--- config.mk ---
export PLATFORM = sky130hd
export DESIGN_NAME = led_grid_dimmer_rainbow_pulse_top
export DESIGN_NICKNAME = d
export VERILOG_FILES = /design/src/design/lgd_pkg.sv /design/src/design/led_grid_dimmer_rainbow_pulse_top.sv
export SDC_FILE = /design/constraint.sdc
export NUM_CORES = 2
export LEC_CHECK = 0
export BUFFER_PORTS_ARGS = -buffer_cell sky130_fd_sc_hd__buf_2
export CAP_MARGIN = 10
export CORE_MARGIN = 2
export CORE_UTILIZATION = 60
export CTS_CLUSTER_SIZE = 24
export DETAILED_ROUTE_END_ITERATION = 10
export PLACE_DENSITY = 0.76
export SKIP_CTS_REPAIR_TIMING = 1
export SKIP_LAST_GASP = 1
export SLEW_MARGIN = 20
export SYNTH_ARGS = -nofsm -noshare
export SYNTH_HDL_FRONTEND = slang
export SYNTH_SLANG_ARGS = --single-unit
--- constraint.sdc ---
create_clock -name clk_i -period 16.2 [get_ports clk_i]
set_clock_uncertainty 0.1 [all_clocks]
set_input_delay 0.81 -clock clk_i [delete_from_list [all_inputs] [get_ports clk_i]]
set_output_delay 0.81 -clock clk_i [all_outputs]
set_load 0.01 [all_outputs]
--- src/design/lgd_pkg.sv ---
// shared types, command codes and the sine brightness table of the led grid dimmer
package lgd_pkg;

  localparam int unsigned LED_COUNT  = 64;
  localparam int unsigned LED_AW     = 6;
  localparam int unsigned MAX_SIDE   = 8;
  localparam int unsigned SINE_DEPTH = 256;
  localparam int unsigned SINE_AW    = 8;

  localparam logic [15:0] PERIOD_RESET = 16'd1000;
  localparam logic [3:0]  SIDE_RESET   = 4'd8;

  typedef enum logic [2:0] {
    FN_SET_COLOR  = 3'd0,
    FN_SET_LEVEL  = 3'd1,
    FN_SET_MONO   = 3'd2,
    FN_ALL_MONO   = 3'd3,
    FN_REFRESH    = 3'd4,
    FN_PULSE      = 3'd5,
    FN_TICK       = 3'd6,
    FN_NOP        = 3'd7
  } func_e;

  typedef enum logic [1:0] {
    CFG_ROWS   = 2'd0,
    CFG_COLS   = 2'd1,
    CFG_PERIOD = 2'd2,
    CFG_NONE   = 2'd3
  } cfg_e;

  typedef logic [7:0] sine_lut_t [SINE_DEPTH];

  localparam longint unsigned Q30_ONE     = 64'd1073741824;
  localparam longint unsigned HALF_PI_Q30 = 64'd1686629713;

  // quarter-wave reduction, then taylor terms to x^9 in q2.30
  function automatic sine_lut_t build_sine();
    sine_lut_t       lut;
    longint unsigned t, f, x, x2, a, b, c, d, s;
    int unsigned     quad;
    for (int i = 0; i < SINE_DEPTH; i++) begin
      t    = (longint'(i) << 32) / SINE_DEPTH;
      quad = int'((t >> 30) & 64'd3);
      f    = t & (Q30_ONE - 64'd1);
      if (quad[0]) f = Q30_ONE - f;
      x  = (f * HALF_PI_Q30) >> 30;
      x2 = (x * x) >> 30;
      a  = Q30_ONE - x2 / 72;
      b  = Q30_ONE - ((x2 * a) >> 30) / 42;
      c  = Q30_ONE - ((x2 * b) >> 30) / 20;
      d  = Q30_ONE - ((x2 * c) >> 30) / 6;
      s  = (x * d) >> 30;
      if (s > Q30_ONE) s = Q30_ONE;
      if (quad < 2) lut[i] = 8'(64'd127 + ((s * 64'd127) >> 30));
      else          lut[i] = 8'(((Q30_ONE - s) * 64'd127) >> 30);
    end
    return lut;
  endfunction

  localparam sine_lut_t SINE_LUT = build_sine();

endpackage

--- src/design/led_grid_dimmer_rainbow_pulse_top.sv ---
// led grid frame buffer with per-led dimming, mono levels and a rainbow sine pulse
// Single-entry commands (set colour, brightness, mono level, start pulse) leave the
// block ready in the next cycle. Set-all-mono sweeps the 64 brightness entries, one per
// cycle. A refresh walks the n = rows*columns pixels, each through a memory read, a
// dimming multiply and an output load. A tick with a pulse running first runs the shared
// 32-step restoring divider twice (pulse progress, then the per-diagonal hue step), then
// takes each pixel through hue add, hsv segment, dimming multiply and output load.
// Results leave through an output register, so a waiting result stalls only the walk.
// Storage resets through per-entry valid bits; there is no clearing pass after reset.
module led_grid_dimmer_rainbow_pulse_top
  import lgd_pkg::*;
(
  input  logic        clk_i,
  input  logic        rst_ni,
  input  logic        cfg_we_i,
  input  logic [1:0]  cfg_idx_i,
  input  logic [15:0] cfg_data_i,
  input  logic        in_valid_i,
  output logic        in_ready_o,
  input  logic [2:0]  func_i,
  input  logic [2:0]  col_x_i,
  input  logic [2:0]  row_y_i,
  input  logic [7:0]  red_i,
  input  logic [7:0]  green_i,
  input  logic [7:0]  blue_i,
  input  logic [7:0]  level_i,
  input  logic [31:0] time_ms_i,
  output logic        out_valid_o,
  input  logic        out_ready_i,
  output logic [5:0]  pixel_index_o,
  output logic [23:0] pixel_color_o,
  output logic        last_pixel_o
);

  typedef enum logic [7:0] {
    ST_IDLE = 8'b0000_0001,
    ST_CLR  = 8'b0000_0010,
    ST_DIV  = 8'b0000_0100,
    ST_HUE  = 8'b0000_1000,
    ST_COL  = 8'b0001_0000,
    ST_RD   = 8'b0010_0000,
    ST_MUL  = 8'b0100_0000,
    ST_EMIT = 8'b1000_0000
  } state_e;

  state_e state_q;

  logic [3:0]  rows_q, cols_q;
  logic [15:0] period_q;
  logic        active_q;
  logic [31:0] start_q;

  logic [23:0] col_mem [LED_COUNT];
  logic [7:0]  lvl_mem [LED_COUNT];
  logic [LED_COUNT-1:0] col_vld_q, lvl_vld_q;
  logic [23:0] rd_col_q;
  logic [7:0]  rd_lvl_q;

  logic        col_we, lvl_we;
  logic [LED_AW-1:0] col_wa, lvl_wa;
  logic [23:0] col_wd;
  logic [7:0]  lvl_wd;

  logic [LED_AW-1:0] idx_q, clr_idx_q;
  logic [7:0]  mono_q;
  logic        tick_q, div_sel_q;

  // shared divider
  logic [16:0] div_rem_q;
  logic [31:0] div_dvd_q;
  logic [15:0] div_dsr_q;
  logic [4:0]  div_cnt_q;
  logic [16:0] div_sh;
  logic        div_ge;
  logic [15:0] div_quo, prog_quo;

  logic [15:0] progress_q, step_q, row_hq, pix_hq;
  logic [4:0]  step_r_q, row_r_q, pix_r_q;
  logic [7:0]  sine_q;
  logic [2:0]  x_q;
  logic [16:0] hue_q;
  logic [23:0] pix_rgb_q;
  logic [15:0] prod_r_q, prod_g_q, prod_b_q;

  logic        out_valid_q, last_q;
  logic [5:0]  out_idx_q;
  logic [23:0] out_col_q;

  // derived grid values
  logic [3:0]  rows_eff, cols_eff;
  logic [4:0]  dsum;
  logic [6:0]  n_pix, lin;
  logic        in_grid, is_last, in_fire, out_free, x_wrap;
  logic [LED_AW-1:0] addr;
  logic [31:0] elapsed;
  logic        el_wrap;
  logic [7:0]  mono;

  assign rows_eff = (rows_q > 4'(MAX_SIDE)) ? 4'(MAX_SIDE) : rows_q;
  assign cols_eff = (cols_q > 4'(MAX_SIDE)) ? 4'(MAX_SIDE) : cols_q;
  assign dsum     = {1'b0, rows_eff} + {1'b0, cols_eff};
  assign n_pix    = 7'(rows_eff) * 7'(cols_eff);
  assign in_grid  = ({1'b0, col_x_i} < cols_eff) && ({1'b0, row_y_i} < rows_eff);
  assign lin      = 7'(row_y_i) * 7'(cols_eff) + 7'(col_x_i);
  assign addr     = in_grid ? lin[LED_AW-1:0] : '0;
  assign is_last  = (7'(idx_q) + 7'd1) == n_pix;
  assign x_wrap   = ({1'b0, x_q} + 4'd1) == cols_eff;
  assign in_fire  = in_valid_i && in_ready_o;
  assign out_free = !out_valid_q || out_ready_i;
  assign elapsed  = time_ms_i - start_q;
  assign el_wrap  = elapsed >= {16'b0, period_q};
  assign mono     = 8'({level_i, 4'b0} + {4'b0, level_i});

  assign div_sh = {div_rem_q[15:0], div_dvd_q[31]};
  assign div_ge = div_sh >= {1'b0, div_dsr_q};
  assign div_quo = {div_dvd_q[14:0], div_ge};
  // a zero period gives zero progress
  assign prog_quo = (period_q == 16'd0) ? 16'd0 : div_quo;

  // hue quotient and remainder advanced by one diagonal step
  function automatic logic [20:0] hue_adv(input logic [15:0] q, input logic [4:0] r,
                                          input logic [15:0] sq, input logic [4:0] sr,
                                          input logic [4:0] dv);
    logic [5:0]  rs;
    logic [15:0] qn;
    rs = {1'b0, r} + {1'b0, sr};
    qn = q + sq;
    if (rs >= {1'b0, dv}) begin
      rs = rs - {1'b0, dv};
      qn = qn + 16'd1;
    end
    return {qn, rs[4:0]};
  endfunction

  logic [20:0] pix_next, row_next;
  assign pix_next = hue_adv(pix_hq, pix_r_q, step_q, step_r_q, dsum);
  assign row_next = hue_adv(row_hq, row_r_q, step_q, step_r_q, dsum);

  // hsv segment
  logic [18:0] h6;
  logic [15:0] frac;
  logic [16:0] fall_in;
  logic [24:0] rise_p, fall_p;
  logic [7:0]  rise, fall;
  logic [23:0] hsv_rgb;

  assign h6      = {hue_q, 2'b0} + {1'b0, hue_q, 1'b0};
  assign frac    = h6[15:0];
  assign fall_in = 17'h10000 - {1'b0, frac};
  assign rise_p  = {1'b0, frac, 8'b0} - {9'b0, frac};
  assign fall_p  = {fall_in, 8'b0} - {8'b0, fall_in};
  assign rise    = rise_p[23:16];
  assign fall    = fall_p[23:16];

  always_comb begin
    case (h6[18:16])
      3'd0:    hsv_rgb = {8'hFF, rise, 8'h00};
      3'd1:    hsv_rgb = {fall, 8'hFF, 8'h00};
      3'd2:    hsv_rgb = {8'h00, 8'hFF, rise};
      3'd3:    hsv_rgb = {8'h00, fall, 8'hFF};
      3'd4:    hsv_rgb = {rise, 8'h00, 8'hFF};
      3'd5:    hsv_rgb = {8'hFF, 8'h00, fall};
      default: hsv_rgb = {8'hFF, 8'h00, 8'h00};
    endcase
  end

  // dimming sources and divide by 255
  logic [23:0] src_rgb;
  logic [7:0]  src_lvl;
  assign src_rgb = tick_q ? pix_rgb_q : (col_vld_q[idx_q] ? rd_col_q : 24'hFF_FFFF);
  assign src_lvl = tick_q ? sine_q : (lvl_vld_q[idx_q] ? rd_lvl_q : 8'h00);

  function automatic logic [7:0] div255(input logic [15:0] p);
    logic [16:0] s;
    s = {1'b0, p} + {9'b0, p[15:8]} + 17'd1;
    return s[15:8];
  endfunction

  // memory write port selection
  always_comb begin
    col_we = 1'b0;
    col_wa = idx_q;
    col_wd = hsv_rgb;
    lvl_we = 1'b0;
    lvl_wa = idx_q;
    lvl_wd = sine_q;
    unique case (state_q)
      ST_IDLE: begin
        col_wa = addr;
        col_wd = {red_i, green_i, blue_i};
        lvl_wa = addr;
        lvl_wd = (func_e'(func_i) == FN_SET_MONO) ? mono : level_i;
        col_we = in_fire && (func_e'(func_i) == FN_SET_COLOR);
        lvl_we = in_fire && ((func_e'(func_i) == FN_SET_LEVEL) ||
                             (func_e'(func_i) == FN_SET_MONO));
      end
      ST_CLR: begin
        lvl_we = 1'b1;
        lvl_wa = clr_idx_q;
        lvl_wd = mono_q;
      end
      ST_COL: begin
        col_we = 1'b1;
        lvl_we = 1'b1;
      end
      default: ;
    endcase
  end

  always_ff @(posedge clk_i) begin
    if (col_we) col_mem[col_wa] <= col_wd;
    if (lvl_we) lvl_mem[lvl_wa] <= lvl_wd;
    if (state_q == ST_RD) begin
      rd_col_q <= col_mem[idx_q];
      rd_lvl_q <= lvl_mem[idx_q];
    end
  end

  always_ff @(posedge clk_i or negedge rst_ni) begin
    if (!rst_ni) begin
      col_vld_q <= '0;
      lvl_vld_q <= '0;
    end else begin
      if (col_we) col_vld_q[col_wa] <= 1'b1;
      if (lvl_we) lvl_vld_q[lvl_wa] <= 1'b1;
    end
  end

  always_ff @(posedge clk_i or negedge rst_ni) begin
    if (!rst_ni) begin
      rows_q   <= SIDE_RESET;
      cols_q   <= SIDE_RESET;
      period_q <= PERIOD_RESET;
    end else if (cfg_we_i) begin
      unique case (cfg_e'(cfg_idx_i))
        CFG_ROWS:   rows_q   <= cfg_data_i[3:0];
        CFG_COLS:   cols_q   <= cfg_data_i[3:0];
        CFG_PERIOD: period_q <= cfg_data_i;
        default: ;
      endcase
    end
  end

  // payload registers of the walk
  always_ff @(posedge clk_i) begin
    unique case (state_q)
      ST_IDLE: begin
        mono_q <= mono;
        div_rem_q <= '0;
        div_cnt_q <= '0;
        div_dsr_q <= period_q;
        div_dvd_q <= el_wrap ? 32'd0 : {elapsed[15:0], 16'b0};
        idx_q     <= '0;
      end
      ST_DIV: begin
        div_cnt_q <= div_cnt_q + 5'd1;
        if (div_cnt_q == 5'd31 && !div_sel_q) begin
          progress_q <= prog_quo;
          sine_q     <= SINE_LUT[prog_quo[15:16-SINE_AW]];
          div_rem_q  <= '0;
          div_dvd_q  <= 32'h0001_0000;
          div_dsr_q  <= {11'b0, dsum};
        end else begin
          div_rem_q <= div_ge ? div_sh - {1'b0, div_dsr_q} : div_sh;
          div_dvd_q <= {div_dvd_q[30:0], div_ge};
        end
        if (div_cnt_q == 5'd31 && div_sel_q) begin
          step_q   <= div_quo;
          step_r_q <= div_ge ? 5'(div_sh - {1'b0, div_dsr_q}) : div_sh[4:0];
          row_hq   <= '0;
          row_r_q  <= '0;
          pix_hq   <= '0;
          pix_r_q  <= '0;
          x_q      <= '0;
        end
      end
      ST_HUE: begin
        hue_q <= ({1'b0, pix_hq} + {1'b0, progress_q} > 17'h10000) ?
                 {1'b0, pix_hq} + {1'b0, progress_q} - 17'h10000 :
                 {1'b0, pix_hq} + {1'b0, progress_q};
      end
      ST_COL: pix_rgb_q <= hsv_rgb;
      ST_MUL: begin
        prod_r_q <= src_lvl * src_rgb[23:16];
        prod_g_q <= src_lvl * src_rgb[15:8];
        prod_b_q <= src_lvl * src_rgb[7:0];
      end
      ST_EMIT: begin
        if (out_free && !is_last) begin
          idx_q <= idx_q + 6'd1;
          if (x_wrap) begin
            x_q     <= '0;
            row_hq  <= row_next[20:5];
            row_r_q <= row_next[4:0];
            pix_hq  <= row_next[20:5];
            pix_r_q <= row_next[4:0];
          end else begin
            x_q     <= x_q + 3'd1;
            pix_hq  <= pix_next[20:5];
            pix_r_q <= pix_next[4:0];
          end
        end
      end
      default: ;
    endcase
  end

  // sequencer and pulse state
  always_ff @(posedge clk_i or negedge rst_ni) begin
    if (!rst_ni) begin
      state_q   <= ST_IDLE;
      active_q  <= 1'b0;
      start_q   <= '0;
      tick_q    <= 1'b0;
      div_sel_q <= 1'b0;
      clr_idx_q <= '0;
    end else begin
      unique case (state_q)
        ST_IDLE: begin
          if (in_fire) begin
            case (func_e'(func_i))
              FN_ALL_MONO: begin
                clr_idx_q <= '0;
                state_q   <= ST_CLR;
              end
              FN_REFRESH: begin
                tick_q <= 1'b0;
                if (n_pix != 7'd0) state_q <= ST_RD;
              end
              FN_PULSE: begin
                active_q <= 1'b1;
                start_q  <= time_ms_i;
              end
              FN_TICK: begin
                if (active_q) begin
                  if (el_wrap) start_q <= time_ms_i;
                  tick_q    <= 1'b1;
                  div_sel_q <= 1'b0;
                  state_q   <= ST_DIV;
                end
              end
              default: ;
            endcase
          end
        end
        ST_CLR: begin
          clr_idx_q <= clr_idx_q + 6'd1;
          if (clr_idx_q == LED_AW'(LED_COUNT - 1)) state_q <= ST_IDLE;
        end
        ST_DIV: begin
          if (div_cnt_q == 5'd31) begin
            if (!div_sel_q) begin
              div_sel_q <= 1'b1;
              if (n_pix == 7'd0) state_q <= ST_IDLE;
            end else begin
              state_q <= ST_HUE;
            end
          end
        end
        ST_HUE:  state_q <= ST_COL;
        ST_COL:  state_q <= ST_MUL;
        ST_RD:   state_q <= ST_MUL;
        ST_MUL:  state_q <= ST_EMIT;
        ST_EMIT: begin
          if (out_free) begin
            if (is_last)     state_q <= ST_IDLE;
            else if (tick_q) state_q <= ST_HUE;
            else             state_q <= ST_RD;
          end
        end
        default: state_q <= ST_IDLE;
      endcase
    end
  end

  // output register
  always_ff @(posedge clk_i or negedge rst_ni) begin
    if (!rst_ni) begin
      out_valid_q <= 1'b0;
    end else if (state_q == ST_EMIT && out_free) begin
      out_valid_q <= 1'b1;
    end else if (out_ready_i) begin
      out_valid_q <= 1'b0;
    end
  end

  always_ff @(posedge clk_i) begin
    if (state_q == ST_EMIT && out_free) begin
      out_idx_q <= idx_q;
      out_col_q <= {div255(prod_r_q), div255(prod_g_q), div255(prod_b_q)};
      last_q    <= is_last;
    end
  end

  assign in_ready_o    = (state_q == ST_IDLE);
  assign out_valid_o   = out_valid_q;
  assign pixel_index_o = out_idx_q;
  assign pixel_color_o = out_col_q;
  assign last_pixel_o  = last_q;

endmodule

==> flow_metrics.py <==
metrics = {
    "clocking": {
        "cts.path.max_buffers": 3,
        "cts_inserted_buffers": 240,
        "h-tree-depth": 4,
        "root_buffer": "sky130_fd_sc_hd__clkbuf_16",
        "tritoncts_clock_tree": "yes",
        "cts.reportedPaths.clkPinSlew_ns": 0.07,
        "worstSkewPairLatency_ns": 0.92,
        "clock_sinks": 2575,
    },
    "global_routing": {
        "global_route.peak_usage_layer": "met2",
        "grt.met3_usage": 0.0705,
        "grt.total_usage": 0.315,
        "wire_length_of_the_first_global_routing_pass_um": 454000,
        "grt.overflow.total": 0,
        "gr-usage-met2": 0.498,
        "grt_start_max_net_pins": 124,
        "first_global_vias": 67008,
        "groute.layer.met1.usage": 0.423,
        "initial_antenna_violation_count": 31,
    },
    "synth": {
        "synthesis.area_um2": 117000,
        "synth-compound-area-share": 0.0448,
        "simple_gate_share_of_the_synthesized_area": 0.0603,
        "synth_top_family_by_area": "multiplexers",
        "synthesized_area_fraction_occupied_by_adder_cells": 0.0574,
        "synth-main-ff-cell": "sky130_fd_sc_hd__edfxtp_1",
        "number_of_warnings_printed_during_yosys_synthesis": 0,
        "syn-num-nets": 7509,
        "synthXorXnorAreaFrac": 0.0176,
        "synth.area.mux_share": 0.145,
        "yosysSeqAreaShare": 0.655,
        "synth.avg_cell_area_um2": 16.8,
        "netlist_top_cells_area": "sky130_fd_sc_hd__edfxtp_1, sky130_fd_sc_hd__mux4_2, sky130_fd_sc_hd__dfrtp_1",
        "number_of_flops_mapped_to_enable_cells_by_yosys": 2373,
        "netlist_cell_types": 95,
        "synth_top_cell_by_area": "sky130_fd_sc_hd__edfxtp_1",
        "postSynthRegisterBits": 2575,
        "asyncSetResetFlopFracSynth": 0.0784,
        "yosysTopAreaCellShare": 0.611,
        "synthesis.instances": 6955,
    },
    "floorplanning": {
        "die_area_um2": 198000,
        "rows": 161,
        "top_level_ports": 129,
        "height_of_the_die_um": 445,
        "die_x_um": 445,
        "core_region_area_um2": 193000,
        "initial_utilization": 0.605,
    },
    "layout": {
        "layout_commonest_cell": "sky130_fd_sc_hd__edfxtp_1",
        "final_instance_count_excl_fillers": 9913,
        "finalInstanceArea_um2": 130000,
        "flow.area_growth_from_synthesis_pct": 11.3,
        "fin_util": 0.673,
        "nNetsFinal": 7709,
        "layout-drive-gt1-share": 0.230,
        "mostFrequentLayoutCells": "sky130_fd_sc_hd__edfxtp_1, sky130_fd_sc_hd__mux4_2, sky130_fd_sc_hd__nor2_1",
        "filler_cell_count": 12119,
    },
    "route": {
        "route.detailed.wl_per_inst_um": 31.5,
        "total_length_of_routed_wires_um": 313000,
        "antenna_left": 0,
        "vias_per_cell": 6.71,
        "detailedRoute.firstIterationViolations": 8725,
        "route.detailed.drc": 0,
        "vias": 66557,
        "firstDrtPassIters": 9,
    },
    "sta": {
        "rsz0062_at_grt": "false",
        "finalMaxSlewViolations": 0,
        "setup_viol": 0,
        "min_period_over_period": 0.554,
        "finalHoldViolCount": 0,
        "slew_headroom": 0.182,
        "achievable-frequency_ghz": 0.111,
        "worstMarginPinSlew_ns": 1.23,
        "final.min_clock_period_ns": 8.98,
        "totalNegativeSetupSlack_ns": 0,
    },
    "setup_path": {
        "maximum_fanout_count_along_the_critical_path": 110,
        "startpoint_of_the_lowest_slack_register_to_register_path": "idx_q[0]$_SDFFCE_PN0P_",
        "worstPathRequired_ns": 16.76,
        "worst_path_max_delay_cell": "sky130_fd_sc_hd__edfxtp_1",
        "end_kind": "flop",
        "critical_path.most_common_cell": "sky130_fd_sc_hd__fa_1",
        "crit_start": "idx_q[0]$_SDFFCE_PN0P_",
        "largest_stage_delay_on_the_critical_path_ns": 0.74,
        "setup.worst_path.start_class": "flop",
        "worst-setup-path-type": "reg2reg",
        "worstPathArrival_ns": 9.54,
    },
    "power_and_ir_drop": {
        "power.static_leakage_nw": 45.1,
        "p_per_area_nw_per_um2": 201,
        "worst_ir_drop_vdd_mv": 0.260,
        "post_route_total_power_mw": 26.1,
    },
    "hold_path": {
        "min_from": "level_i[2]",
        "worst_hold_path_type": "in2reg",
    },
    "place": {
        "port_buffers": 128,
        "detailed_place.area_um2": 121000,
        "place.gp.congestion": 0.895,
        "hpwlAfterDp_um": 178000,
        "dp_cells": 9428,
    },
    "run": {
        "max_cap_viol_count": 0,
    },
    "status": {
        "run_status": "completed",
    },
}
## synthesized netlist by cell type, types with 84 or more instances
| cell | n |
|---|---|
| sky130_fd_sc_hd__xor2_1 | 84 |
| sky130_fd_sc_hd__xnor2_1 | 141 |
| sky130_fd_sc_hd__o21ai_0 | 195 |
| sky130_fd_sc_hd__inv_1 | 351 |
| sky130_fd_sc_hd__dfrtp_1 | 193 |
| sky130_fd_sc_hd__a21oi_1 | 189 |
| sky130_fd_sc_hd__edfxtp_1 | 2373 |
| sky130_fd_sc_hd__and2_1 | 85 |
| sky130_fd_sc_hd__mux4_2 | 713 |
| sky130_fd_sc_hd__or2_2 | 156 |
| sky130_fd_sc_hd__clkbuf_1 | 209 |
| sky130_fd_sc_hd__nand2_1 | 271 |
| sky130_fd_sc_hd__nor2_1 | 566 |
| sky130_fd_sc_hd__fa_1 | 128 |
| sky130_fd_sc_hd__ha_1 | 330 |
## layer usage
metal | routed length, um | vias up
met2 | 151000 | 4276
met1 | 114000 | 34003
met3 | 32500 | 785
met5 | 149 | -
met4 | 14700 | 22
li1 | - | 27471
## metrics by stage
step,hold slack (ns),setup WS (ns)
finish,0.0312,7.22
global route,0.0165,6.44
CTS,-0.278,7.10
detailed placement,0.346,7.27
global placement,0.345,7.11
floorplan,0.324,8.31
## cell type report
class                      instances  area, um2  area share
clock buffer                     303       6530      0.0503
clock inverter                   156       2050      0.0158
tap                             2526       3160      0.0243
multi-input combinational       3736      38600       0.297
antenna                           15       37.5    0.000289
sequential                      2575      76300       0.588
inverter                         355       1330      0.0103
timing repair buffer             247       1820      0.0141
## registers in the layout, summed over array words and instances (netlist names), 32 cells and up
name,count
div_dvd_q,32
start_q,32
lvl_vld_q,64
col_mem,1536
col_vld_q,64
lvl_mem,512
## cell families (layout without fill, tap and decap cells)
kind of cell / after synthesis / count (layout)
AOI/OAI and AO/OA: 798 / 798
DFF: 2575 / 2575
and+or+nand+nor: 1465 / 1465
buffers and inverters: 644 / 1061
xor gates and xnor gates: 230 / 230
muxes: 785 / 785
other: 0 / 15
adders and majority gates: 458 / 458
## report_power, final
| group | switching, mW | total (mW) | internal (mW) |
|---|---|---|---|
| Clock | 2.63 | 6.13 | 3.50 |
| Sequential | 0.189 | 8.85 | 8.66 |
| Combinational | 6.70 | 11.1 | 4.42 |
| Total | 9.52 | 26.1 | 16.6 |
## worst max-delay path: cells and delay by family (launching register included)
family | cells | cell delay (ns)
simple gates | 5 | 0.85
buf+inv | 6 | 1.76
xor+xnor | 1 | 0.09
mux | 3 | 1.34
compound gates | 9 | 1.44
fa+ha+maj | 5 | 2.22
flops | 1 | 0.74
## worst paths after layout
kind / to / slack, ns / depth (start not counted)
hold reg to reg: step_q[7]$_DFFE_PP_ / 0.36 / 0
max in group asynchronous: start_q[21]$_DFFE_PN0P_ / 13.51 / 4
setup reg to reg: prod_r_q[15]$_DFFE_PP_ / 7.22 / 29
min in group asynchronous: col_vld_q[31]$_DFFE_PN0P_ / 0.38 / 2
hold / removal: mono_q[2]$_DFFE_PP_ / 0.03 / 1
setup / recovery: prod_r_q[15]$_DFFE_PP_ / 7.22 / 29
No activity file was read; power rests on OpenSTA's default activity.
